`config.mk`:
```
export PLATFORM = sky130hd
export DESIGN_NAME = i2c_master_bit_engine
export DESIGN_NICKNAME = d
export VERILOG_FILES = /design/src/rtl/i2cm_pkg.sv /design/src/rtl/i2c_master_bit_engine.sv /design/src/rtl/i2cm_front.sv /design/src/rtl/i2cm_queue.sv /design/src/rtl/i2cm_seq.sv
export SDC_FILE = /design/constraint.sdc
export NUM_CORES = 1
export LEC_CHECK = 0
export BUFFER_PORTS_ARGS = -buffer_cell sky130_fd_sc_hd__buf_2
export CAP_MARGIN = 20
export CORE_ASPECT_RATIO = 2
export CORE_UTILIZATION = 65
export CTS_CLUSTER_SIZE = 24
export DETAILED_ROUTE_END_ITERATION = 12
export HOLD_SLACK_MARGIN = 0.08
export PLACE_DENSITY = 0.95
export SLEW_MARGIN = 20
export SYNTH_ARGS = -nofsm -noshare
export SYNTH_HDL_FRONTEND = slang
export SYNTH_SLANG_ARGS = --single-unit
```
`constraint.sdc`:
```
create_clock -name clk -period 6.4 [get_ports clk]
set_input_delay 0.32 -clock clk [delete_from_list [all_inputs] [get_ports clk]]
set_output_delay 0.32 -clock clk [all_outputs]
set_load 0.005 [all_outputs]
```
`src/rtl/i2cm_pkg.sv`:
```
// i2cm_pkg: payload structs, command codes and constants for the I2C master
// bit engine. No dependencies.
package i2cm_pkg;

  localparam int BITS_PER_BYTE = 8;
  localparam int CFG_WIDTH     = 8;
  localparam logic [CFG_WIDTH-1:0] DELAY_RESET = 8'd10;

  localparam logic [2:0] MODE_START = 3'd0;
  localparam logic [2:0] MODE_STOP  = 3'd1;
  localparam logic [2:0] MODE_WRITE = 3'd2;
  localparam logic [2:0] MODE_READ  = 3'd3;
  localparam logic [2:0] MODE_WAIT  = 3'd4;
  localparam logic [2:0] MODE_ACK   = 3'd5;
  localparam logic [2:0] MODE_NACK  = 3'd6;

  typedef struct packed {
    logic       cmd_valid;
    logic [2:0] mode;
    logic [7:0] tx_byte;
    logic       sda_in;
  } in_item_t;

  typedef struct packed {
    logic       scl_out;
    logic       sda_out;
    logic       busy_res;
    logic       done_res;
    logic [7:0] rx_byte;
    logic       ack_bit;
  } out_item_t;

  // classified tick as it sits in the queue
  typedef struct packed {
    logic       is_cmd;
    logic [2:0] mode;
    logic [7:0] tx_byte;
    logic       sda_in;
  } q_entry_t;

  typedef struct packed {
    logic full;
    logic empty;
  } q_status_t;

  // index of the last delayed phase of each command
  function automatic logic [1:0] last_phase(input logic [2:0] cmd);
    logic [1:0] lp;
    case (cmd)
      MODE_STOP: lp = 2'd0;
      MODE_READ: lp = 2'd1;
      default:   lp = 2'd2;
    endcase
    return lp;
  endfunction

endpackage

```
`src/rtl/i2c_master_bit_engine.sv`:
```
// i2c_master_bit_engine: top level of the I2C master line sequencer.
// Depends on i2cm_pkg, i2cm_front, i2cm_queue and i2cm_seq.
//
// Usage:
//   Input channel (in_valid/in_stall/in_data): one beat per clock tick of
//   the line sequencer, carrying an optional command and the sampled SDA.
//   Result channel (out_valid/out_stall/out_data): exactly one beat per
//   input beat, in order, showing SCL/SDA drive, busy, done, the last read
//   byte and the acknowledge bit after that tick.
//   Config channel (cfg_valid/cfg_ready/cfg_data): writes delay_ticks;
//   cfg_ready is always high. Write it only while the engine is idle.
//   Throughput: one beat per cycle while out_stall is low. An accepted
//   input beat is first written into the queue; when it is popped, the
//   sequencer steps and the output register loads, raising out_valid.
//   When out_stall is high the result holds; the queue of QUEUE_DEPTH
//   beats keeps taking input until it fills, then in_stall rises.
//   Reset (rst_n low, synchronous): queue empty, no result valid, lines
//   released, not busy, delay_ticks = 10.
module i2c_master_bit_engine import i2cm_pkg::*; #(
  parameter int DELAY_WIDTH = 8,
  parameter int QUEUE_DEPTH = 4
) (
  input  logic                 clk,
  input  logic                 rst_n,
  input  logic                 in_valid,
  output logic                 in_stall,
  input  in_item_t             in_data,
  output logic                 out_valid,
  input  logic                 out_stall,
  output out_item_t            out_data,
  input  logic                 cfg_valid,
  output logic                 cfg_ready,
  input  logic [CFG_WIDTH-1:0] cfg_data
);

  q_status_t q_status;
  q_entry_t  push_entry, head;
  logic      push, pop;

  i2cm_front u_front (
    .in_valid   (in_valid),
    .in_stall   (in_stall),
    .in_data    (in_data),
    .q_status   (q_status),
    .push       (push),
    .push_entry (push_entry)
  );

  i2cm_queue #(.DEPTH(QUEUE_DEPTH)) u_queue (
    .clk        (clk),
    .rst_n      (rst_n),
    .push       (push),
    .push_entry (push_entry),
    .pop        (pop),
    .head       (head),
    .status     (q_status)
  );

  i2cm_seq #(.DELAY_WIDTH(DELAY_WIDTH)) u_seq (
    .clk       (clk),
    .rst_n     (rst_n),
    .cfg_valid (cfg_valid),
    .cfg_ready (cfg_ready),
    .cfg_data  (cfg_data),
    .head      (head),
    .q_status  (q_status),
    .pop       (pop),
    .out_valid (out_valid),
    .out_stall (out_stall),
    .out_data  (out_data)
  );

endmodule

```
`src/rtl/i2cm_front.sv`:
```
// i2cm_front: input handshake and command classification.
// Depends on i2cm_pkg.
module i2cm_front import i2cm_pkg::*; (
  input  logic      in_valid,
  output logic      in_stall,
  input  in_item_t  in_data,
  input  q_status_t q_status,
  output logic      push,
  output q_entry_t  push_entry
);

  assign in_stall = q_status.full;
  assign push     = in_valid && !q_status.full;

  always_comb begin
    push_entry.is_cmd  = in_data.cmd_valid && (in_data.mode <= MODE_NACK);
    push_entry.mode    = in_data.mode;
    push_entry.tx_byte = in_data.tx_byte;
    push_entry.sda_in  = in_data.sda_in;
  end

endmodule

```
`src/rtl/i2cm_queue.sv`:
```
// i2cm_queue: small register FIFO between classifier and sequencer.
// Depends on i2cm_pkg.
module i2cm_queue import i2cm_pkg::*; #(
  parameter int DEPTH = 4
) (
  input  logic      clk,
  input  logic      rst_n,
  input  logic      push,
  input  q_entry_t  push_entry,
  input  logic      pop,
  output q_entry_t  head,
  output q_status_t status
);

  localparam int PW = (DEPTH > 1) ? $clog2(DEPTH) : 1;
  localparam int CW = $clog2(DEPTH + 1);
  localparam logic [PW-1:0] LAST = PW'(DEPTH - 1);
  localparam logic [CW-1:0] FULL = CW'(DEPTH);

  q_entry_t        mem_r [DEPTH];
  logic [PW-1:0]   wr_ptr_r, wr_ptr_nxt;
  logic [PW-1:0]   rd_ptr_r, rd_ptr_nxt;
  logic [CW-1:0]   count_r, count_nxt;

  assign status.full  = (count_r == FULL);
  assign status.empty = (count_r == '0);
  assign head         = mem_r[rd_ptr_r];

  always_comb begin
    wr_ptr_nxt = wr_ptr_r;
    rd_ptr_nxt = rd_ptr_r;
    count_nxt  = count_r;
    if (push) begin
      wr_ptr_nxt = (wr_ptr_r == LAST) ? '0 : wr_ptr_r + 1'b1;
    end
    if (pop) begin
      rd_ptr_nxt = (rd_ptr_r == LAST) ? '0 : rd_ptr_r + 1'b1;
    end
    if (push && !pop) begin
      count_nxt = count_r + 1'b1;
    end else if (pop && !push) begin
      count_nxt = count_r - 1'b1;
    end
  end

  always_ff @(posedge clk) begin
    if (!rst_n) begin
      wr_ptr_r <= '0;
      rd_ptr_r <= '0;
      count_r  <= '0;
    end else begin
      wr_ptr_r <= wr_ptr_nxt;
      rd_ptr_r <= rd_ptr_nxt;
      count_r  <= count_nxt;
    end
  end

  always_ff @(posedge clk) begin
    if (push) begin
      mem_r[wr_ptr_r] <= push_entry;
    end
  end

endmodule

```
`src/rtl/i2cm_seq.sv`:
```
// i2cm_seq: bus phase sequencer, delay register and result register.
// Depends on i2cm_pkg.
module i2cm_seq import i2cm_pkg::*; #(
  parameter int DELAY_WIDTH = 8
) (
  input  logic                 clk,
  input  logic                 rst_n,
  input  logic                 cfg_valid,
  output logic                 cfg_ready,
  input  logic [CFG_WIDTH-1:0] cfg_data,
  input  q_entry_t             head,
  input  q_status_t            q_status,
  output logic                 pop,
  output logic                 out_valid,
  input  logic                 out_stall,
  output out_item_t            out_data
);

  localparam int DW = DELAY_WIDTH;
  localparam logic [DW-1:0] ONE = DW'(1);

  logic [DW+CFG_WIDTH-1:0] cfg_ext, rst_ext;
  logic [DW-1:0] delay_r, delay_nxt, dly;
  logic [DW-1:0] tick_r, tick_nxt;
  logic [2:0]    cmd_r, cmd_nxt;
  logic [1:0]    phase_r, phase_nxt, ep;
  logic [3:0]    bit_r, bit_nxt;
  logic [7:0]    shift_r, shift_nxt;
  logic [7:0]    rd_r, rd_nxt;
  logic          scl_r, scl_nxt, sda_r, sda_nxt, busy_r, busy_nxt;
  logic          ack_r, ack_nxt, done, do_enter, fin;
  logic          out_valid_r;
  out_item_t     out_r;

  assign cfg_ready = 1'b1;
  assign cfg_ext   = {{DW{1'b0}}, cfg_data};
  assign rst_ext   = {{DW{1'b0}}, DELAY_RESET};
  assign delay_nxt = (cfg_valid && cfg_ready) ? cfg_ext[DW-1:0] : delay_r;
  assign dly       = (delay_r == '0) ? ONE : delay_r;

  assign pop       = !q_status.empty && (!out_valid_r || !out_stall);
  assign out_valid = out_valid_r;
  assign out_data  = out_r;

  always_comb begin
    tick_nxt  = tick_r;
    cmd_nxt   = cmd_r;
    phase_nxt = phase_r;
    bit_nxt   = bit_r;
    shift_nxt = shift_r;
    rd_nxt    = rd_r;
    scl_nxt   = scl_r;
    sda_nxt   = sda_r;
    busy_nxt  = busy_r;
    ack_nxt   = ack_r;
    done      = 1'b0;
    do_enter  = 1'b0;
    fin       = 1'b0;
    ep        = 2'd0;
    if (pop) begin
      if (busy_r) begin
        if (tick_r < dly) begin
          tick_nxt = tick_r + 1'b1;
        end else begin
          if (cmd_r == MODE_READ && phase_r == 2'd0) begin
            shift_nxt = {shift_r[6:0], head.sda_in};
          end
          if (cmd_r == MODE_WAIT && phase_r == 2'd1) begin
            ack_nxt = head.sda_in;
          end
          if (phase_r < last_phase(cmd_r)) begin
            do_enter = 1'b1;
            ep       = phase_r + 1'b1;
          end else begin
            fin = 1'b1;
            if (cmd_r == MODE_WRITE || cmd_r == MODE_READ) begin
              bit_nxt = bit_r + 1'b1;
              if (bit_nxt < 4'(BITS_PER_BYTE)) begin
                fin      = 1'b0;
                do_enter = 1'b1;
              end else if (cmd_r == MODE_READ) begin
                rd_nxt = shift_nxt;
              end
            end
            if (fin) begin
              if (cmd_r == MODE_STOP || cmd_r == MODE_ACK) begin
                sda_nxt = 1'b1;
              end
              busy_nxt  = 1'b0;
              done      = 1'b1;
              phase_nxt = 2'd0;
              tick_nxt  = '0;
            end
          end
        end
      end else if (head.is_cmd) begin
        cmd_nxt   = head.mode;
        busy_nxt  = 1'b1;
        bit_nxt   = 4'd0;
        shift_nxt = (head.mode == MODE_WRITE) ? head.tx_byte : 8'd0;
        do_enter  = 1'b1;
      end
      if (do_enter) begin
        phase_nxt = ep;
        tick_nxt  = ONE;
        case (cmd_nxt)
          MODE_START: begin
            if (ep == 2'd0) begin
              sda_nxt = 1'b1;
              scl_nxt = 1'b1;
            end else if (ep == 2'd1) begin
              sda_nxt = 1'b0;
            end else begin
              scl_nxt = 1'b0;
            end
          end
          MODE_STOP: begin
            sda_nxt = 1'b0;
            scl_nxt = 1'b1;
          end
          MODE_WRITE: begin
            if (ep == 2'd0) begin
              sda_nxt = shift_nxt[7];
            end else if (ep == 2'd1) begin
              scl_nxt = 1'b1;
            end else begin
              scl_nxt = 1'b0;
              if (bit_nxt == 4'(BITS_PER_BYTE - 1)) begin
                sda_nxt = 1'b1;
              end
              shift_nxt = {shift_nxt[6:0], 1'b0};
            end
          end
          MODE_READ: begin
            scl_nxt = (ep == 2'd0);
          end
          MODE_WAIT, MODE_NACK: begin
            if (ep == 2'd0) begin
              sda_nxt = 1'b1;
            end else if (ep == 2'd1) begin
              scl_nxt = 1'b1;
            end else begin
              scl_nxt = 1'b0;
            end
          end
          default: begin
            if (ep == 2'd0) begin
              sda_nxt = 1'b0;
            end else if (ep == 2'd1) begin
              scl_nxt = 1'b1;
            end else begin
              scl_nxt = 1'b0;
            end
          end
        endcase
      end
    end
  end

  always_ff @(posedge clk) begin
    if (!rst_n) begin
      delay_r     <= rst_ext[DW-1:0];
      tick_r      <= '0;
      cmd_r       <= MODE_START;
      phase_r     <= 2'd0;
      bit_r       <= 4'd0;
      shift_r     <= 8'd0;
      rd_r        <= 8'd0;
      scl_r       <= 1'b1;
      sda_r       <= 1'b1;
      busy_r      <= 1'b0;
      ack_r       <= 1'b0;
      out_valid_r <= 1'b0;
    end else begin
      delay_r     <= delay_nxt;
      tick_r      <= tick_nxt;
      cmd_r       <= cmd_nxt;
      phase_r     <= phase_nxt;
      bit_r       <= bit_nxt;
      shift_r     <= shift_nxt;
      rd_r        <= rd_nxt;
      scl_r       <= scl_nxt;
      sda_r       <= sda_nxt;
      busy_r      <= busy_nxt;
      ack_r       <= ack_nxt;
      if (pop) begin
        out_valid_r <= 1'b1;
      end else if (!out_stall) begin
        out_valid_r <= 1'b0;
      end
    end
  end

  always_ff @(posedge clk) begin
    if (pop) begin
      out_r.scl_out  <= scl_nxt;
      out_r.sda_out  <= sda_nxt;
      out_r.busy_res <= busy_nxt;
      out_r.done_res <= done;
      out_r.rx_byte  <= rd_nxt;
      out_r.ack_bit  <= ack_nxt;
    end
  end

endmodule

```
# Yosys cells after proc, flatten, opt, wreduce, memory -nomap -nowiden
# Memories as Yosys holds them, arrays and structs flattened. A register that Yosys moved wholly into a read port is not among the register bits.
# Index checks and enable logic that the tools add are counted.
# Widths: inputs -> output; s select.
[totals]
ram_bits = 52
in_bits = 26
word_cells = 183
regBits = 66
mem_count = 1
output_inout_bits = 16
[memory_table]
columns = ["memory", "depth", "word_bits", "rd", "rd_ports_with_merged_regs", "wr", "line", "rtl"]
rows = [
  ["u_queue.mem_r", 4, 13, 1, 1, 1, "i2cm_queue.sv:20", "q_entry_t mem_r [DEPTH];"],
]
[classes]
reduce_logical = 29
mux = 99
addsub = 7
n_bitwise = 1
n_eq_ne = 21
magnitude_cmp = 4
[ops]
columns = ["operator", "count"]
rows = [
  ["$mux 8", 22],
  ["$mux 1", 47],
  ["$mux 2", 16],
  ["$mux 4", 6],
  ["$eq 3x2->1 const B", 5],
  ["$eq 3x3->1 const B", 5],
  ["$mux 3", 5],
  ["$add 8x1->8 const B", 1],
  ["$logic_not 8->1", 1],
  ["$lt 8x8->1", 1],
  ["$logic_and 1x1->1", 7],
  ["$add 2x1->2 const B", 3],
  ["$eq 3x1->1 const B", 2],
  ["$logic_not 1->1", 6],
  ["$logic_not 3->1", 2],
  ["$reduce_bool 2->1", 3],
  ["$pmux 1 s5", 1],
  ["$reduce_and 5->1", 1],
  ["$add 4x1->4 const B", 1],
  ["$eq 2x1->1 const B", 2],
  ["$eq 2x2->1 const B", 2],
  ["$eq 4x3->1 const B", 1],
  ["$logic_not 2->1", 2],
  ["$lt 4x4->1 const B", 1],
  ["15 further kinds", 18],
]

# Longest topological paths before layout
[logic_depth]
depth_word = 21
depth_mapped = 11
ltp_nobuf = 9

# Cells and area by module
# A second synthesis with hierarchy kept.
[hier_totals]
hier_cells = 517
hier_area_um2 = 5886.9
[by_module_without_submodules]
columns = ["mod", "seq_area_each_um2", "area_each_um2", "cells_per_inst", "instances"]
rows = [
  ["i2cm_seq", 1311.3, 3433.3, 390, 1],
  ["i2cm_queue", 1741.7, 2339.7, 111, 1],
  ["i2cm_front", 0.0, 113.9, 16, 1],
]

# Worst setup path after synthesis
# Ideal clock, no wire load.
[synth_timing]
path_type = "register to register"
start = "register u_seq.cmd_r[0]"
end = "register u_seq.out_r (netlist bit u_seq.out_data[11]), data pin"
setup_time_ps = 137
t_arrival_ps = 2333
period_less_slack_ps = 2470
stages_incl_launch_ff = 11
path_buffers = 1
slack_ps = 3930
required_time_ps = 6263
cell_sequence = "dfxtp_1 > clkbuf_1 > inv_1 > nor2_1 > ha_1 > a21oi_1 > a211o_1 > nand4_1 > a2111oi_0 > o211ai_1 > nand3_1"
[synth_via]
elab_chain_cells = 17
elab_cells_between_ends = 62
classes_between = "1 x order compare; 11 x eq/ne; 44 x mux; 6 x reduce/logical"
[synth_rtl]
columns = ["element", "line", "rtl"]
rows = [
  ["from (decl)", "i2cm_seq.sv:25", "logic [2:0] cmd_r, cmd_nxt;"],
  ["from (signal assigned)", "i2cm_seq.sv:177", "cmd_r <= cmd_nxt;"],
  ["$eq 3x2->1 (tied with other cells)", "i2cm_pkg.sv:49, i2cm_seq.sv:65, i2cm_seq.sv:76", ""],
  ["$pmux 2 s2 / $logic_or 1x1->1 (equally long branches)", "i2cm_pkg.sv:49, i2cm_seq.sv:76", ""],
  ["$mux 2 / $mux 1 (equally long branches)", "i2cm_seq.sv:62, i2cm_seq.sv:76", ""],
  ["$mux 2 / $mux 1 (equally long branches)", "i2cm_seq.sv:61, i2cm_seq.sv:71", ""],
  ["$mux 2 / $mux 1 (equally long branches)", "i2cm_seq.sv:60, i2cm_seq.sv:62", ""],
  ["$lt 2x2->1 / $mux 1 (equally long branches)", "i2cm_seq.sv:71, i2cm_seq.sv:61", ""],
  ["$mux 4 / $mux 1 (equally long branches)", "i2cm_seq.sv:71, i2cm_seq.sv:60", ""],
  ["$mux 4 / $mux 1 (equally long branches)", "i2cm_seq.sv:62, i2cm_seq.sv:85", ""],
  ["(+2 left out)", "n/a", ""],
  ["$eq 4x3->1 / $mux 1 (equally long branches)", "i2cm_seq.sv:128, i2cm_seq.sv:61", ""],
  ["$mux 1", "i2cm_seq.sv:128", "if (bit_nxt == 4'(BITS_PER_BYTE - 1)) begin"],
  ["$mux 1", "i2cm_seq.sv:124", "end else if (ep == 2'd1) begin"],
  ["$mux 1", "i2cm_seq.sv:122", "if (ep == 2'd0) begin"],
  ["$pmux 1 s5", "i2cm_seq.sv:106", "case (cmd_nxt)"],
  ["$mux 1 *", "i2cm_seq.sv:103", "if (do_enter) begin"],
  ["$mux 1 *", "i2cm_seq.sv:60", "if (pop) begin"],
  ["net u_seq.sda_nxt", "i2cm_seq.sv:30", "logic scl_r, scl_nxt, sda_r, sda_nxt, busy_r, busy_nxt;"],
  ["to (decl)", "i2cm_seq.sv:33", "out_item_t out_r;"],
]
# The timed path passes the listed nets; every way through them passes the cells marked *. The select of a mux whose other input is x is not followed.
# A chain may end at the register's enable or synchronous reset.

==> impl_summary.log <==
[metrics] outcome: finished clean
[metrics] total number of nets in the final design: between 600 and 700
[metrics] kind of cell adding the most delay to the critical path: multiplexers
[metrics] initial antenna violation count: 0
[metrics] cell types occupying the most area after synthesis: sky130_fd_sc_hd__edfxtp_1, sky130_fd_sc_hd__dfxtp_1, sky130_fd_sc_hd__mux4_2
[metrics] CP max FO: 15
[metrics] CP peak stage delay: around 0.94 ns
[metrics] type of element capturing the critical path: register
[metrics] setup slack, reg-to-reg: ~3.0 ns
[metrics] first-pass GRT wire length: about 23000 um
[metrics] clk_lat worst skew: around 0.42 ns
[metrics] antenna diode instance count: 0
[metrics] worst ir drop on vdd: about 0.00047 V
[metrics] Fin Hold WS: ~0.11 ns
[metrics] chip width: 68.6 um
[metrics] Port Buffer Count: 40
[metrics] pwr dens: between 400 and 500 nW/um2
[metrics] overall overflow remaining after global route: 0
[metrics] net count of the mapped netlist: 570
[metrics] ratio of final minimum period to clock period: 52.4%
[metrics] post-layout min period: 3.35 ns
[metrics] clock tree from TritonCTS: built
[metrics] drt total wl: ~14000 um
[metrics] number of top-level pins: 42
[metrics] average routed wire per standard cell: around 21 um
[metrics] count of flip-flops with a built-in enable after synthesis: 65
[metrics] Worst Path Buf+Inv: 0
[metrics] kind of critical path: reg2reg
[metrics] total half-perimeter wirelength after legalization and detailed placement: between 8000 and 9000 um
[metrics] Worst R2R Path Depth: 7
[metrics] post-DR vias/cell: around 6.7
[metrics] TritonCTS sink count: 120
[metrics] count of H-tree levels built during CTS: 4
[metrics] hold path startpoint: in_data[4]
[metrics] pin count of the biggest net entering global routing: 33
[metrics] combined global-route utilization of all metal layers: between 30% and 40%
[metrics] count of cell instances traversed by the critical path: 7
[metrics] number of library cell types mapped by synthesis: 64
[metrics] post-route cell area: around 6600 um2
[metrics] Worst Hold Endpoint: u_queue.mem_r[1][4]
[metrics] footprint of the flip-flops and latches: a little over 3000 um2
[metrics] footprint of the multi-input gates: 2450 um2
[metrics] Hold Path Class: in2reg
[metrics] Lkg Pwr: about 0.0025 uW
[metrics] hold-critical path depth: 1
[metrics] max_cap viols: 0
[metrics] pin slew with the least headroom to its limit: around 1.1 ns
[metrics] Hold Violations, Final: 0
[metrics] layout filler cell count: 533
[metrics] total negative setup slack: 0 ns
[metrics] list of cells traversed by the critical path: mux4_2 > nand2b_1 > mux2i_1 > nand3_1 > nor3_2 > a211oi_1 > o32ai_1
[metrics] die height: around 140 um
[metrics] number of flip-flops and latches in the synthesized netlist: 120
[metrics] number of nets still failing antenna checks after routing: 0
[metrics] mean area per synthesized cell: between 10 and 15 um2
[metrics] placer's final routability congestion estimate: roughly 0.96
[metrics] final setup skew: roughly 0.0059 ns
[metrics] launching element type of the critical path: register
[metrics] hold-fix buffer count after cts: 0
[metrics] max_slew headroom: around 28%
[metrics] Post-Synthesis Cells: between 500 and 600
[metrics] cell with the largest stage delay on the worst path: sky130_fd_sc_hd__dfxtp_1
[metrics] area of placed instances: about 6000 um2
[metrics] Initial Utilization: roughly 67%
[metrics] Final Slew Violations: 0
[metrics] clock buffers created by TritonCTS: 17
[metrics] setup fix buffers added after clock tree synthesis: 0
[metrics] top post-synthesis cells by count: sky130_fd_sc_hd__edfxtp_1, sky130_fd_sc_hd__dfxtp_1, sky130_fd_sc_hd__nand2_1, sky130_fd_sc_hd__nor2_1, sky130_fd_sc_hd__a21oi_1
[metrics] row cnt: 48
[metrics] clock-pin slew reported for the worst setup and hold paths after clock tree synthesis: about 0.060 ns
[metrics] area share of the largest cell type after synthesis: between 30% and 40%
[metrics] count of warnings emitted by yosys: 0
[metrics] CTS Buffer Depth: 2
[metrics] overall die area: between 9000 and 10000 um2
[metrics] Post-route DRC: 0
[metrics] setup repair after global routing missed its margin: false
[metrics] count of routing violations after the opening detailed-route iteration: 555
[metrics] netlist area before placement: 5760 um2
[metrics] cells resized by post-CTS repair: 0
[metrics] Final Util: 76.3%
[metrics] iteration count of the initial detailed-routing pass: 6
[metrics] fraction of layout cells with a size suffix above 1: between 10% and 20%
[metrics] sequential fraction of the synthesis area: between 50 and 60%
[metrics] Post-synth top flop: sky130_fd_sc_hd__edfxtp_1
[metrics] vias in the first global route: 4600
[metrics] area growth from synthesis to layout: 13.8%
[metrics] total number of vias: between 4000 and 5000
[metrics] end of the worst register-to-register path: u_seq.shift_r[1]
[metrics] CTS Root Cell: sky130_fd_sc_hd__clkbuf_16
[metrics] data arrival time at the worst-slack endpoint: roughly 3.7 ns
[metrics] Core ar.: ~8600 um2
[metrics] setup-violating endpoint count in the final report: 0
[metrics] Required @ worst endpoint: 6.70 ns
[metrics] async set-reset flop share out of synthesis: 0%
[metrics] fmax: 0.298 GHz
[metrics] most common cell in the netlist: sky130_fd_sc_hd__edfxtp_1
[metrics] cell taking the most area after synthesis: sky130_fd_sc_hd__edfxtp_1
registers in the layout, summed over array words and instances (netlist names), 2 cells and up, named ones only:
signal            flops
u_seq.cmd_r           3
u_seq.rd_r            8
u_seq.phase_r         2
u_seq.shift_r         8
u_queue.wr_ptr_r      2
u_queue.count_r       3
u_seq.out_data       13
u_seq.tick_r          8
u_seq.bit_r           4
u_queue.rd_ptr_r      2
u_queue.mem_r        52
u_seq.delay_r         8
area by class of cell:
type,instances,area share (%)
flip-flops and latches,120,46.6
multi-input cells,350,37.4
clock inverters,14,2.48
clock buffers,18,6.55
repair buffers,43,3.40
inverters,29,1.66
well taps,100,1.91
metal layers:
layer	global-route usage (%)	part of all wire, %
met1	38.6	33
met4	20.3	5.2
met2	57.2	54
met3	11.2	7.8
met5	0	0
logic make-up (layout without fill, tap and decap cells):
group | after synthesis | count (layout) | synth area share [%]
buf+inv | 55 | 104 | 4.52
other cells | 1 | 1 | 0.0651
fa+ha+maj | 19 | 19 | 4.26
mux | 39 | 39 | 9.93
xor+xnor | 4 | 4 | 0.608
compound gates | 116 | 116 | 12.6
flops | 120 | 120 | 53.0
simple gates | 171 | 171 | 15.1
layout by cell type, fill, tap and decap left out, types with 2 or more instances in the layout:
cell type,netlist,final
sky130_fd_sc_hd__o22ai_1,5,5
sky130_fd_sc_hd__ha_1,18,18
sky130_fd_sc_hd__mux4_2,12,12
sky130_fd_sc_hd__or4_1,5,5
sky130_fd_sc_hd__nand2_1,53,53
sky130_fd_sc_hd__buf_4,3,3
sky130_fd_sc_hd__and2_1,15,15
sky130_fd_sc_hd__nor3b_1,3,3
sky130_fd_sc_hd__mux2_2,12,12
sky130_fd_sc_hd__and3_1,5,5
sky130_fd_sc_hd__nand3_1,12,12
sky130_fd_sc_hd__xor2_1,3,3
sky130_fd_sc_hd__a21o_1,2,2
sky130_fd_sc_hd__nor2_1,41,41
sky130_fd_sc_hd__o21a_1,4,4
sky130_fd_sc_hd__edfxtp_1,65,65
sky130_fd_sc_hd__nor2b_1,3,3
sky130_fd_sc_hd__mux2i_1,14,14
sky130_fd_sc_hd__clkbuf_16,0,17
sky130_fd_sc_hd__a21oi_1,32,32
sky130_fd_sc_hd__a41o_1,2,2
sky130_fd_sc_hd__or3b_1,2,2
sky130_fd_sc_hd__nand2b_1,5,5
sky130_fd_sc_hd__dfxtp_1,55,55
sky130_fd_sc_hd__inv_1,29,29
sky130_fd_sc_hd__o21ai_0,31,31
sky130_fd_sc_hd__nor4_1,2,2
sky130_fd_sc_hd__a211oi_1,8,7
sky130_fd_sc_hd__nor3_1,4,4
sky130_fd_sc_hd__buf_2,4,40
sky130_fd_sc_hd__a31oi_1,8,8
sky130_fd_sc_hd__and2b_2,4,4
sky130_fd_sc_hd__bufinv_16,0,2
sky130_fd_sc_hd__inv_6,0,5
sky130_fd_sc_hd__o211ai_1,8,8
sky130_fd_sc_hd__nand4_1,6,6
sky130_fd_sc_hd__clkinv_4,0,4
sky130_fd_sc_hd__or3_1,4,4
sky130_fd_sc_hd__a32oi_1,2,2
metrics by stage:
stage	std cells	setup slack (ns)	total power (uW)
floorplan	525	3.93	1670
global placement	642	3.46	1820
detailed placement	642	3.30	1870
CTS	674	3.12	2850
global route	674	2.82	3010
finish	674	3.05	2870
worst max path at each step:
| stage | endpoint |
|---|---|
| 2_1_floorplan | u_seq.out_data[11] |
| 3_3_place_gp | u_seq.shift_r[1] |
| 3_5_place_dp | u_seq.shift_r[1] |
| 4_1_cts | u_seq.shift_r[1] |
| 5_1_grt | u_seq.shift_r[1] |
| 6_report | u_seq.shift_r[1] |
report_power, final:
| part | leakage, uW | switching (uW) | internal [uW] |
|---|---|---|---|
| sequential | 0.00105 | 138 | 950 |
| clock | 0.000288 | 373 | 582 |
| combinational | 0.00120 | 494 | 334 |
Note: power is estimated with default switching activity, not from simulation.
